<file path="config.mk">
export PLATFORM = sky130hd
export DESIGN_NAME = sentence_command_parser_flat
export DESIGN_NICKNAME = d
export VERILOG_FILES = /design/src/rtl/scp_pkg.sv /design/src/rtl/scp_rx_if.sv /design/src/rtl/scp_res_if.sv /design/src/rtl/sentence_command_parser.sv /design/src/flat_wrapper.sv
export SDC_FILE = /design/constraint.sdc
export NUM_CORES = 1
export LEC_CHECK = 0
export BUFFER_PORTS_ARGS = -buffer_cell sky130_fd_sc_hd__buf_4
export CAP_MARGIN = 30
export CORE_ASPECT_RATIO = 0.9
export CORE_MARGIN = 4
export CORE_UTILIZATION = 50
export CTS_CLUSTER_DIAMETER = 40
export DETAILED_ROUTE_END_ITERATION = 12
export PLACE_DENSITY_LB_ADDON = 0.15
export SYNTH_ARGS = -nofsm -noshare
export SYNTH_HDL_FRONTEND = slang
export SYNTH_SLANG_ARGS = --single-unit
</file>
<file path="constraint.sdc">
create_clock -name clk -period 6.92 [get_ports clk]
set_clock_uncertainty 0.1 [all_clocks]
set_input_delay 1.384 -clock clk [delete_from_list [all_inputs] [get_ports clk]]
set_output_delay 1.384 -clock clk [all_outputs]
set_load 0.05 [all_outputs]
</file>
<file path="src/rtl/scp_pkg.sv">
// ----------------------------------------------------------------------------
// scp_pkg
// Shared types, byte codes and command word table for the sentence parser.
// ----------------------------------------------------------------------------
package scp_pkg;

  localparam int STORE_BYTES_DEF     = 64;
  localparam int MAX_FIELD_BYTES_DEF = 15;

  localparam int PREFIX_LEN = 6;
  localparam int CODE_W     = 4;
  localparam int VALUE_W    = 32;
  localparam int LEN_W      = 6;
  localparam int NUM_WORDS  = 9;

  localparam logic [7:0] CH_START = 8'h24;
  localparam logic [7:0] CH_COMMA = 8'h2c;
  localparam logic [7:0] CH_LF    = 8'h0a;
  localparam logic [7:0] CH_CR    = 8'h0d;
  localparam logic [7:0] CH_SPACE = 8'h20;
  localparam logic [7:0] CH_TAB   = 8'h09;
  localparam logic [7:0] CH_PLUS  = 8'h2b;
  localparam logic [7:0] CH_MINUS = 8'h2d;
  localparam logic [7:0] CH_ZERO  = 8'h30;
  localparam logic [7:0] CH_NINE  = 8'h39;

  typedef enum logic [CODE_W-1:0] {
    CMD_UNKNOWN   = 4'd0,
    CMD_ENABLE    = 4'd1,
    CMD_PING      = 4'd2,
    CMD_RESET     = 4'd3,
    CMD_RELEASE   = 4'd4,
    CMD_TXPOWER   = 4'd5,
    CMD_RXSENSE   = 4'd6,
    CMD_GETSTATUS = 4'd7,
    CMD_GETTIME   = 4'd8,
    CMD_SETTIME   = 4'd9
  } cmd_code_t;

  // conversion of the first field: blanks, then sign or digits, then done
  typedef enum logic [2:0] {
    PH_BLANKS = 3'b001,
    PH_DIGITS = 3'b010,
    PH_DONE   = 3'b100
  } conv_phase_t;

  // byte 0 sits in the top bits, so a string literal compares directly
  typedef logic [0:PREFIX_LEN-1][7:0] prefix_t;

  typedef struct packed {
    logic [CODE_W-1:0]  code;
    logic [VALUE_W-1:0] value;
    logic [LEN_W-1:0]   length;
  } result_t;

  localparam logic [8*PREFIX_LEN-1:0] CMD_WORDS [NUM_WORDS] = '{
    "$PSENA", "$PSPNG", "$PSRST", "$PSREL", "$PSTXP",
    "$PSRXS", "$PGSTA", "$PGTIM", "$PSTIM"
  };

  localparam cmd_code_t CMD_OF_WORD [NUM_WORDS] = '{
    CMD_ENABLE, CMD_PING, CMD_RESET, CMD_RELEASE, CMD_TXPOWER,
    CMD_RXSENSE, CMD_GETSTATUS, CMD_GETTIME, CMD_SETTIME
  };

  function automatic cmd_code_t match_command(input prefix_t p);
    cmd_code_t code;
    code = CMD_UNKNOWN;
    // scan from the back so the first matching word wins
    for (int k = NUM_WORDS - 1; k >= 0; k--) begin
      if (p == CMD_WORDS[k]) code = CMD_OF_WORD[k];
    end
    return code;
  endfunction

endpackage

</file>
<file path="src/rtl/scp_rx_if.sv">
// ----------------------------------------------------------------------------
// scp_rx_if
// Byte channel into the sentence parser: valid, ready and one received byte.
// ----------------------------------------------------------------------------
interface scp_rx_if;
  logic       valid;
  logic       ready;
  logic [7:0] rx_byte;

  modport source (output valid, output rx_byte, input ready);
  modport sink   (input valid, input rx_byte, output ready);
endinterface

</file>
<file path="src/rtl/scp_res_if.sv">
// ----------------------------------------------------------------------------
// scp_res_if
// Result channel of the sentence parser: command code, parameter, length.
// ----------------------------------------------------------------------------
interface scp_res_if;
  logic                        valid;
  logic                        ready;
  logic [scp_pkg::CODE_W-1:0]  command_code;
  logic [scp_pkg::VALUE_W-1:0] parameter_value;
  logic [scp_pkg::LEN_W-1:0]   sentence_length;

  modport source (output valid, output command_code, output parameter_value,
                  output sentence_length, input ready);
  modport sink   (input valid, input command_code, input parameter_value,
                  input sentence_length, output ready);
endinterface

</file>
<file path="src/rtl/sentence_command_parser.sv">
// ----------------------------------------------------------------------------
// sentence_command_parser
// Decodes "$XXXXX,<number>,...<CR><LF>" command sentences byte by byte.
// ----------------------------------------------------------------------------
//  channel | dir | payload                                          | words
//  --------+-----+--------------------------------------------------+-------------
//  rx      | in  | rx_byte[7:0]                                     | 1 per cycle while ready
//  res     | out | command_code[3:0] parameter_value[31:0]          | 1 per CR LF
//          |     | sentence_length[5:0]                             |
//
//  One byte is taken every cycle while rx.ready is high; all parsing state updates in that cycle.
//  A result is registered after its LF byte, into the output register or, if that holds an unread word, the skid stage.
//  The output register has a one-word skid stage behind it; rx.ready drops
//  only while the skid stage holds a word, i.e. after two unread results.
//  Synchronous active-high reset clears all parsing state and the valid flags of both stages.
// ----------------------------------------------------------------------------
module sentence_command_parser #(
  parameter int STORE_BYTES     = scp_pkg::STORE_BYTES_DEF,
  parameter int MAX_FIELD_BYTES = scp_pkg::MAX_FIELD_BYTES_DEF
) (
  input  logic       clk,
  input  logic       rst,
  scp_rx_if.sink     rx,
  scp_res_if.source  res
);

  localparam int PW = $clog2(STORE_BYTES);
  localparam int FW = PW + 1;
  localparam int DW = PW + 2;
  localparam int LW = scp_pkg::LEN_W;
  localparam int VW = scp_pkg::VALUE_W;

  // parsing state
  logic                         in_sentence, in_sentence_next;
  logic [7:0]                   previous_byte;
  logic [PW-1:0]                byte_position, byte_position_next;
  logic [1:0]                   comma_count, comma_count_next;
  logic [FW-1:0]                first_field_start, first_field_start_next;
  scp_pkg::prefix_t             prefix_bytes, prefix_bytes_next;
  logic [scp_pkg::VALUE_W-1:0]  number_accumulator, number_accumulator_next;
  scp_pkg::conv_phase_t         conversion_phase, conversion_phase_next;
  logic                         negative_sign, negative_sign_next;
  logic [scp_pkg::VALUE_W-1:0]  held_parameter, held_parameter_next;

  // output stages
  logic                         out_valid, skid_valid;
  scp_pkg::result_t             out_word, skid_word, new_word;

  logic                         take, result_fire;
  logic [7:0]                   b;
  logic                         is_digit, is_blank, is_sign;
  logic [PW-1:0]                pos_inc;
  logic [DW-1:0]                field_len;
  logic                         field_ok;
  logic [scp_pkg::VALUE_W-1:0]  acc_times_ten;

  assign b    = rx.rx_byte;
  assign take = rx.valid && rx.ready;
  assign rx.ready = !skid_valid;

  assign is_digit = (b >= scp_pkg::CH_ZERO) && (b <= scp_pkg::CH_NINE);
  assign is_blank = (b == scp_pkg::CH_SPACE) ||
                    ((b >= scp_pkg::CH_TAB) && (b <= scp_pkg::CH_CR));
  assign is_sign  = (b == scp_pkg::CH_PLUS) || (b == scp_pkg::CH_MINUS);

  assign acc_times_ten = (number_accumulator << 3) + (number_accumulator << 1);

  assign pos_inc = (byte_position == PW'(STORE_BYTES - 1)) ? '0
                                                           : byte_position + PW'(1);

  // length from after the first comma up to this comma, signed
  assign field_len = {2'b00, byte_position} - {1'b0, first_field_start};
  assign field_ok  = !field_len[DW-1] && (field_len != '0) &&
                     (field_len <= DW'(MAX_FIELD_BYTES));

  assign result_fire = take && (b != scp_pkg::CH_START) && in_sentence &&
                       (b == scp_pkg::CH_LF) && (previous_byte == scp_pkg::CH_CR);

  always_comb begin
    in_sentence_next        = in_sentence;
    byte_position_next      = byte_position;
    comma_count_next        = comma_count;
    first_field_start_next  = first_field_start;
    prefix_bytes_next       = prefix_bytes;
    number_accumulator_next = number_accumulator;
    conversion_phase_next   = conversion_phase;
    negative_sign_next      = negative_sign;
    held_parameter_next     = held_parameter;

    if (b == scp_pkg::CH_START) begin
      prefix_bytes_next[0]    = scp_pkg::CH_START;
      in_sentence_next        = 1'b1;
      byte_position_next      = PW'(1);
      comma_count_next        = 2'd0;
      number_accumulator_next = '0;
      conversion_phase_next   = scp_pkg::PH_BLANKS;
      negative_sign_next      = 1'b0;
    end else if (in_sentence) begin
      for (int i = 0; i < scp_pkg::PREFIX_LEN; i++) begin
        if (byte_position == PW'(i)) prefix_bytes_next[i] = b;
      end

      if (b == scp_pkg::CH_COMMA && comma_count == 2'd0) begin
        first_field_start_next  = {1'b0, byte_position} + FW'(1);
        comma_count_next        = 2'd1;
        number_accumulator_next = '0;
        conversion_phase_next   = scp_pkg::PH_BLANKS;
        negative_sign_next      = 1'b0;
      end else if (b == scp_pkg::CH_COMMA && comma_count == 2'd1) begin
        comma_count_next = 2'd2;
        if (field_ok) begin
          held_parameter_next = negative_sign ? (~number_accumulator + VW'(1))
                                              : number_accumulator;
        end
      end else if (comma_count == 2'd1) begin
        case (conversion_phase)
          scp_pkg::PH_BLANKS: begin
            if (is_blank) begin
              conversion_phase_next = scp_pkg::PH_BLANKS;
            end else if (is_sign) begin
              negative_sign_next    = (b == scp_pkg::CH_MINUS);
              conversion_phase_next = scp_pkg::PH_DIGITS;
            end else if (is_digit) begin
              conversion_phase_next   = scp_pkg::PH_DIGITS;
              number_accumulator_next = acc_times_ten +
                                        {{(scp_pkg::VALUE_W-4){1'b0}}, b[3:0]};
            end else begin
              conversion_phase_next = scp_pkg::PH_DONE;
            end
          end
          scp_pkg::PH_DIGITS: begin
            if (is_digit) begin
              number_accumulator_next = acc_times_ten +
                                        {{(scp_pkg::VALUE_W-4){1'b0}}, b[3:0]};
            end else begin
              conversion_phase_next = scp_pkg::PH_DONE;
            end
          end
          default: begin
            conversion_phase_next = conversion_phase;
          end
        endcase
      end

      if (b == scp_pkg::CH_LF && previous_byte == scp_pkg::CH_CR) begin
        // mark the byte after the terminator so short sentences never match
        for (int i = 0; i < scp_pkg::PREFIX_LEN; i++) begin
          if ({1'b0, byte_position} + FW'(1) == FW'(i)) prefix_bytes_next[i] = 8'h00;
        end
        in_sentence_next = 1'b0;
      end else begin
        byte_position_next = pos_inc;
      end
    end
  end

  always_comb begin
    new_word.code   = scp_pkg::match_command(prefix_bytes_next);
    new_word.value  = held_parameter_next;
    new_word.length = LW'(byte_position);
  end

  always_ff @(posedge clk) begin
    if (rst) begin
      in_sentence        <= 1'b0;
      previous_byte      <= 8'h00;
      byte_position      <= '0;
      comma_count        <= 2'd0;
      first_field_start  <= '0;
      prefix_bytes       <= '0;
      number_accumulator <= '0;
      conversion_phase   <= scp_pkg::PH_BLANKS;
      negative_sign      <= 1'b0;
      held_parameter     <= '0;
    end else if (take) begin
      in_sentence        <= in_sentence_next;
      previous_byte      <= b;
      byte_position      <= byte_position_next;
      comma_count        <= comma_count_next;
      first_field_start  <= first_field_start_next;
      prefix_bytes       <= prefix_bytes_next;
      number_accumulator <= number_accumulator_next;
      conversion_phase   <= conversion_phase_next;
      negative_sign      <= negative_sign_next;
      held_parameter     <= held_parameter_next;
    end
  end

  // output register with one skid word behind it
  always_ff @(posedge clk) begin
    if (rst) begin
      out_valid  <= 1'b0;
      skid_valid <= 1'b0;
    end else if (result_fire) begin
      if (!out_valid || res.ready) begin
        out_valid <= 1'b1;
      end else begin
        skid_valid <= 1'b1;
      end
    end else if (out_valid && res.ready) begin
      if (skid_valid) begin
        skid_valid <= 1'b0;
      end else begin
        out_valid <= 1'b0;
      end
    end
  end

  always_ff @(posedge clk) begin
    if (result_fire) begin
      if (!out_valid || res.ready) begin
        out_word <= new_word;
      end else begin
        skid_word <= new_word;
      end
    end else if (out_valid && res.ready && skid_valid) begin
      out_word <= skid_word;
    end
  end

  assign res.valid           = out_valid;
  assign res.command_code    = out_word.code;
  assign res.parameter_value = out_word.value;
  assign res.sentence_length = out_word.length;

endmodule
</file>
<file path="src/flat_wrapper.sv">
// flat-port wrapper written by rule: the top's interface ports become plain ports
module sentence_command_parser_flat 
#(
  parameter int STORE_BYTES     = scp_pkg::STORE_BYTES_DEF,
  parameter int MAX_FIELD_BYTES = scp_pkg::MAX_FIELD_BYTES_DEF
)
  (clk, rst, rx_valid, rx_rx_byte, rx_ready, res_valid, res_command_code, res_parameter_value, res_sentence_length, res_ready);
  scp_rx_if rx_i ();
  scp_res_if res_i ();
  input  logic clk;
  input  logic rst;
  input wire logic [$bits(rx_i.valid)-1:0] rx_valid;
  input wire logic [$bits(rx_i.rx_byte)-1:0] rx_rx_byte;
  output wire logic [$bits(rx_i.ready)-1:0] rx_ready;
  output wire logic [$bits(res_i.valid)-1:0] res_valid;
  output wire logic [$bits(res_i.command_code)-1:0] res_command_code;
  output wire logic [$bits(res_i.parameter_value)-1:0] res_parameter_value;
  output wire logic [$bits(res_i.sentence_length)-1:0] res_sentence_length;
  input wire logic [$bits(res_i.ready)-1:0] res_ready;
  assign rx_i.valid = rx_valid;
  assign rx_i.rx_byte = rx_rx_byte;
  assign rx_ready = rx_i.ready;
  assign res_valid = res_i.valid;
  assign res_command_code = res_i.command_code;
  assign res_parameter_value = res_i.parameter_value;
  assign res_sentence_length = res_i.sentence_length;
  assign res_i.ready = res_ready;
  sentence_command_parser #(.STORE_BYTES(STORE_BYTES), .MAX_FIELD_BYTES(MAX_FIELD_BYTES)) u_core (.clk(clk), .rst(rst), .rx(rx_i), .res(res_i));
endmodule
</file>
# == Word level (Yosys, flattened, before mapping) ==
# Cells that the tools add are included.
# totals
register_bits,226
in_bits,12
elab_cells,198
output_inout_bits,44
# op_classes
n_reduce_logical,42
bitwise,3
add_sub_neg,6
order_cmp,5
n_eq_ne,40
muxes,79
# ops
operator,count
$mux 32,14
$eq 48x46->1 const B,9
$mux 42,3
$mux 8,13
$mux 48,2
$pmux 32 s2,1
$eq 8x6->1 const B,5
$mux 40,1
$mux 4,9
$add 32x1->32 const B,1
$add 32x32->32,1
$add 32x4->32,1
$not 32->32,1
$mux 3,9
$mux 6,4
$mux 1,18
$eq 8x4->1 const B,2
$le 8x4->1 const B,2
$eq 7x2->1 const B,2
$eq 7x3->1 const B,2
$logic_and 1x1->1,14
$reduce_and 7->1,2
$eq 6x2->1 const B,2
$eq 6x3->1 const B,2
34 further kinds,55

# == Depth between registers and ports, before layout ==
# depth
depth_word,18
mapped_depth,16
mapped_depth_nobuf,14

# == Least setup slack after synthesis ==
# Ideal clock, no wire load.
# synth_path
path_type,input to register
startpoint,input rx_rx_byte[5]
endpoint,register u_core.out_word (netlist bit u_core.res.command_code[0]) (enable)
setup_ns,0.455
n_path_buf,1
arrival_time_ns,4.918
setup_slack_ns,1.447
required_ns,6.365
cell_stages,7
path_cell_list,nor2_1 > nand4_1 > or2_2 > nor2_1 > clkbuf_1 > a21oi_1 > a21oi_1
# synth_between
elab_chain_len,7
word_cells_on_any_way,9
classes_between,eq/ne (3); reduce/logical (6)
# synth_lines
item,line_no,text
start: declaration,flat_wrapper.sv:13,input wire logic [$bits(rx_i.rx_byte)-1:0] rx_rx_byte;
$ne 8x6->1,sentence_command_parser.sv:76,assign result_fire = take && (b != scp_pkg::CH_START) && in_sentence &&
$logic_and 1x1->1 (2 in a row),sentence_command_parser.sv:76,
$logic_and 1x1->1 *,sentence_command_parser.sv:76,
$logic_and 1x1->1 *,sentence_command_parser.sv:77,(b == scp_pkg::CH_LF) && (previous_byte == scp_pkg::CH_CR);
$ne 2x2->1 (no source line) or $reduce_bool 2->1 (tied branches),-,
$reduce_and 2->1 (no source line) *,-,
end signal: assignment,sentence_command_parser.sv:212,out_word <= new_word;
end signal: assignment,sentence_command_parser.sv:217,out_word <= skid_word;
end: declaration,sentence_command_parser.sv:47,"scp_pkg::result_t out_word, skid_word, new_word;"
# Every way passes the cells marked *; elsewhere a longest branch is shown, timed or not.
# A chain may end at the register's enable or synchronous reset.

# == Worst setup path in the final report ==
# layout_path
startpoint,input rx_rx_byte[5]
endpoint,"register u_core.out_word (netlist bit u_core.res.parameter_value[0]), data pin"
# layout_between
elab_chain_len,8
word_cells_on_any_way,16
classes_between,eq/ne (4); mux (6); reduce/logical (6)
# layout_lines
item,line_no,text
$eq 8x6->1,"sentence_command_parser.sv:103, sentence_command_parser.sv:109",
$logic_and 1x1->1,sentence_command_parser.sv:109,end else if (b == scp_pkg::CH_COMMA && comma_count == 2'd1) begin
$mux 32,sentence_command_parser.sv:109,
$mux 32,sentence_command_parser.sv:103,if (b == scp_pkg::CH_COMMA && comma_count == 2'd0) begin
$mux 32,sentence_command_parser.sv:98,end else if (in_sentence) begin
$mux 32,sentence_command_parser.sv:90,if (b == scp_pkg::CH_START) begin
$mux 42,sentence_command_parser.sv:211,if (!out_valid || res.ready) begin
$mux 42 *,sentence_command_parser.sv:210,if (result_fire) begin
# Every way passes the cells marked *; elsewhere a longest branch is shown, timed or not. The select of a mux whose other input is x is not followed.

==> impl_metrics.toml <==
[status]
status = "completed"

[power_and_ir_drop]
p_leak_nw = 5.655
finalPower_mw = 3.357
peakVddDrop_uv = 160.2
power.density_nw_per_um2 = 227.0

[synthesis]
synth_nets = 1590
yosysWarnings = 0
synth-compound-area-share_pct = 17.59
synth_xor_area_share_pct = 4.513
seq_area_frac_synth_pct = 41.89
synth_area_leader_cell = "dfxtp_1"
ys_ff_latch = 226
async_flop_share_pct = 0
avgSynthCellArea_sq_um = 8.505
netlist_instances = 1506
synthMuxAreaShare_pct = 1.797
synth_top_family_by_area = "simple AND/OR/NAND/NOR gates"
synth-simple-area-share_pct = 23.67
synth_edf_count = 84
synthTopCellsByArea = "dfxtp_1, edfxtp_1, nand2_1"
ys_top_cells_by_count = "nand2_1, nor2_1, dfxtp_1"
syn_area_sq_um = 12810
synth_top_area_share_pct = 22.19
synth.most_common_cell = "nand2_1"
synth_flop_cell = "dfxtp_1"
synth-adder-area-share_pct = 7.209
post_synth_num_cell_types = 73

[critical_path]
reg2reg_slack_ns = 3.02
crit_required_ns = 7.06
r2r_start = "u_core.byte_position[1]"
critical_path.max_fanout = 58
startpoint = "rx_rx_byte[5]"
cp.arrival_ns = 4.62
critical_path_class = "input port to flop"
cp-start-kind = "input port"
reg2regPathDepth = 10
r2r-end = "u_core.res.parameter_value[0]"
end_kind = "flop"

[sta]
tightest_slew_ns = 1.014
fin_crit_ns = 4.484
setup_ws_ns = 2.436
tns_ns = 0
rsz0062_at_grt = "false"
finalCritPeriodShare_pct = 64.79
max_freq_ghz = 0.2230
slew_viol_final = 0
finalSetupViolations = 0
hold_ws_ns = 0.3530
slew_headroom_pct = 32.27
finalHoldViolCount = 0

[final_layout]
fin_nets = 1617
area_delta_synth_final_pct = 15.43
layout-drive-gt1-share_pct = 10.62
diodes = 0

[clock_tree]
clock_latency_ns = 0.51
cts_sinks = 226
cts_buffer_depth = 3
cts_tree = "built"
cts_hold_buf = 0
cts_root_buffer = "clkbuf_16"
cts_resized = 0
post_cts_buffers = 0
numCtsBuffers = 40
htree_levels = 2
clk_pin_slew_worst_paths_ns = 0.05

[grt]
grt_pass1_vias = 10244
grt_usage_pct = 23.06
antenna_found_initial = 0
grt_pass1_wl_um = 54240
gr-total-overflow = 0
grt_start_max_net_pins = 77

[detailed_routing]
first_pass_iters = 5
route.antenna.remaining_nets = 0
drt-wirelength-per-cell_um = 17.48
drt_iter0_drc = 1095
via_count = 11058
drc = 0
drt_wl_total_um = 33310
via_per_inst = 5.805

[placement]
pre_cts_ws_ns = 1.941
hpwl_um = 22860
place.port_buffers = 55
globalplace.congestion = 0.9335

[hold_path]
hp-start = "u_core.held_parameter[17]"
hold_depth = 2
min-delay-path-class = "flop to flop"
hold_end = "u_core.held_parameter[17]"

[floorplanning]
die_y_um = 159.8
initial_core_util_pct = 50.85
coreArea_sq_um = 25190
die_w_um = 176.7
die_area_sq_um = 28250
placementRows = 55
io_pins = 56

[job]
cap_violations = 0
## power by group
group          internal, mW  leakage (nW)  switching [mW]  total [mW]
combinational        0.0143          3.17          0.0547      0.0690
clock                  1.25         0.638           0.658        1.91
sequential             1.37          1.84         0.00160        1.38
## sequential cells by signal (all words and copies together) (netlist names), 2 cells and up
signal	flops
u_core.number_accumulator	32
u_core.res.sentence_length	6
u_core.conversion_phase	3
u_core.skid_word	42
u_core.byte_position	6
u_core.comma_count	2
u_core.res.command_code	4
u_core.held_parameter	32
u_core.res.parameter_value	32
u_core.previous_byte	8
u_core.first_field_start	7
u_core.prefix_bytes	48
## worst max path at each step
stage          depth (start not counted)                       endpoint
4_1_cts                               13  u_core.number_accumulator[31]
2_1_floorplan                          7     u_core.res.command_code[0]
3_3_place_gp                          13  u_core.number_accumulator[31]
3_5_place_dp                          13  u_core.number_accumulator[31]
5_1_grt                               12  u_core.number_accumulator[27]
6_report                              10  u_core.res.parameter_value[0]
## worst max-delay path: stages
cell      delay, ns
buf_4          0.19
nor3b_1        0.20
buf_4          0.21
and3_1         0.34
nand3b_1       0.23
nor4b_1        0.33
nand2_1        0.14
or4_2          1.05
a21oi_1        0.43
o21ai_1        0.11
## final cells by class
cell class | count | area (sq um)
Clock buffer | 52 | 1117
Clock inverter | 20 | 215.2
Sequential cell | 226 | 5365
Tap cell | 342 | 427.9
Timing Repair Buffer | 67 | 515.5
Inverter | 27 | 101.3
Multi-Input combinational cell | 1171 | 7043
Fill cell | 2291 | 10400
## cell usage in the layout, fill, tap and decap left out, types with 16 or more instances in the layout
master,synthesis,routed
nand2_1,290,289
nor2_1,144,143
dfxtp_1,142,142
a21oi_1,116,115
edfxtp_1,84,84
ha_1,69,69
buf_4,2,66
o21ai_0,63,63
nand3_1,44,44
xor2_1,42,42
clkbuf_16,0,41
o21ai_1,32,32
nor3_1,30,30
inv_1,27,27
a32oi_1,27,27
xnor2_1,24,24
nor2b_1,23,22
mux2i_1,17,17
a211oi_1,17,17
and3_1,17,16
a21o_1,16,16
## through the flow
stage | utilization, % | cell area [sq um] | instances
finish | 58.70 | 14790 | 1905
CTS | 58.70 | 14790 | 1905
floorplan | - | 12810 | 1506
detailed placement | 53.41 | 13450 | 1833
global route | 58.70 | 14790 | 1905
global placement | 53.33 | 13430 | 1832
## routing by layer
layer	part of all wire (%)	vias up	track usage, %
li1	-	5464	-
met1	50	5161	36.23
met2	41	395	33.31
met3	7.4	38	4.095
met4	1.3	0	4.466
met5	0	-	0
## cells by family (layout without fill, tap and decap cells)
| family | after synthesis | after routing |
|---|---|---|
| AND/OR/NAND/NOR | 652 | 652 |
| AO/OA/AOI/OAI | 359 | 359 |
| flip-flops | 226 | 226 |
| buffers and inverters | 109 | 166 |
| adder cells (fa/ha/maj) | 72 | 72 |
| XOR/XNOR | 66 | 66 |
| multiplexers | 22 | 22 |
No activity file was read; power rests on OpenSTA's default activity.
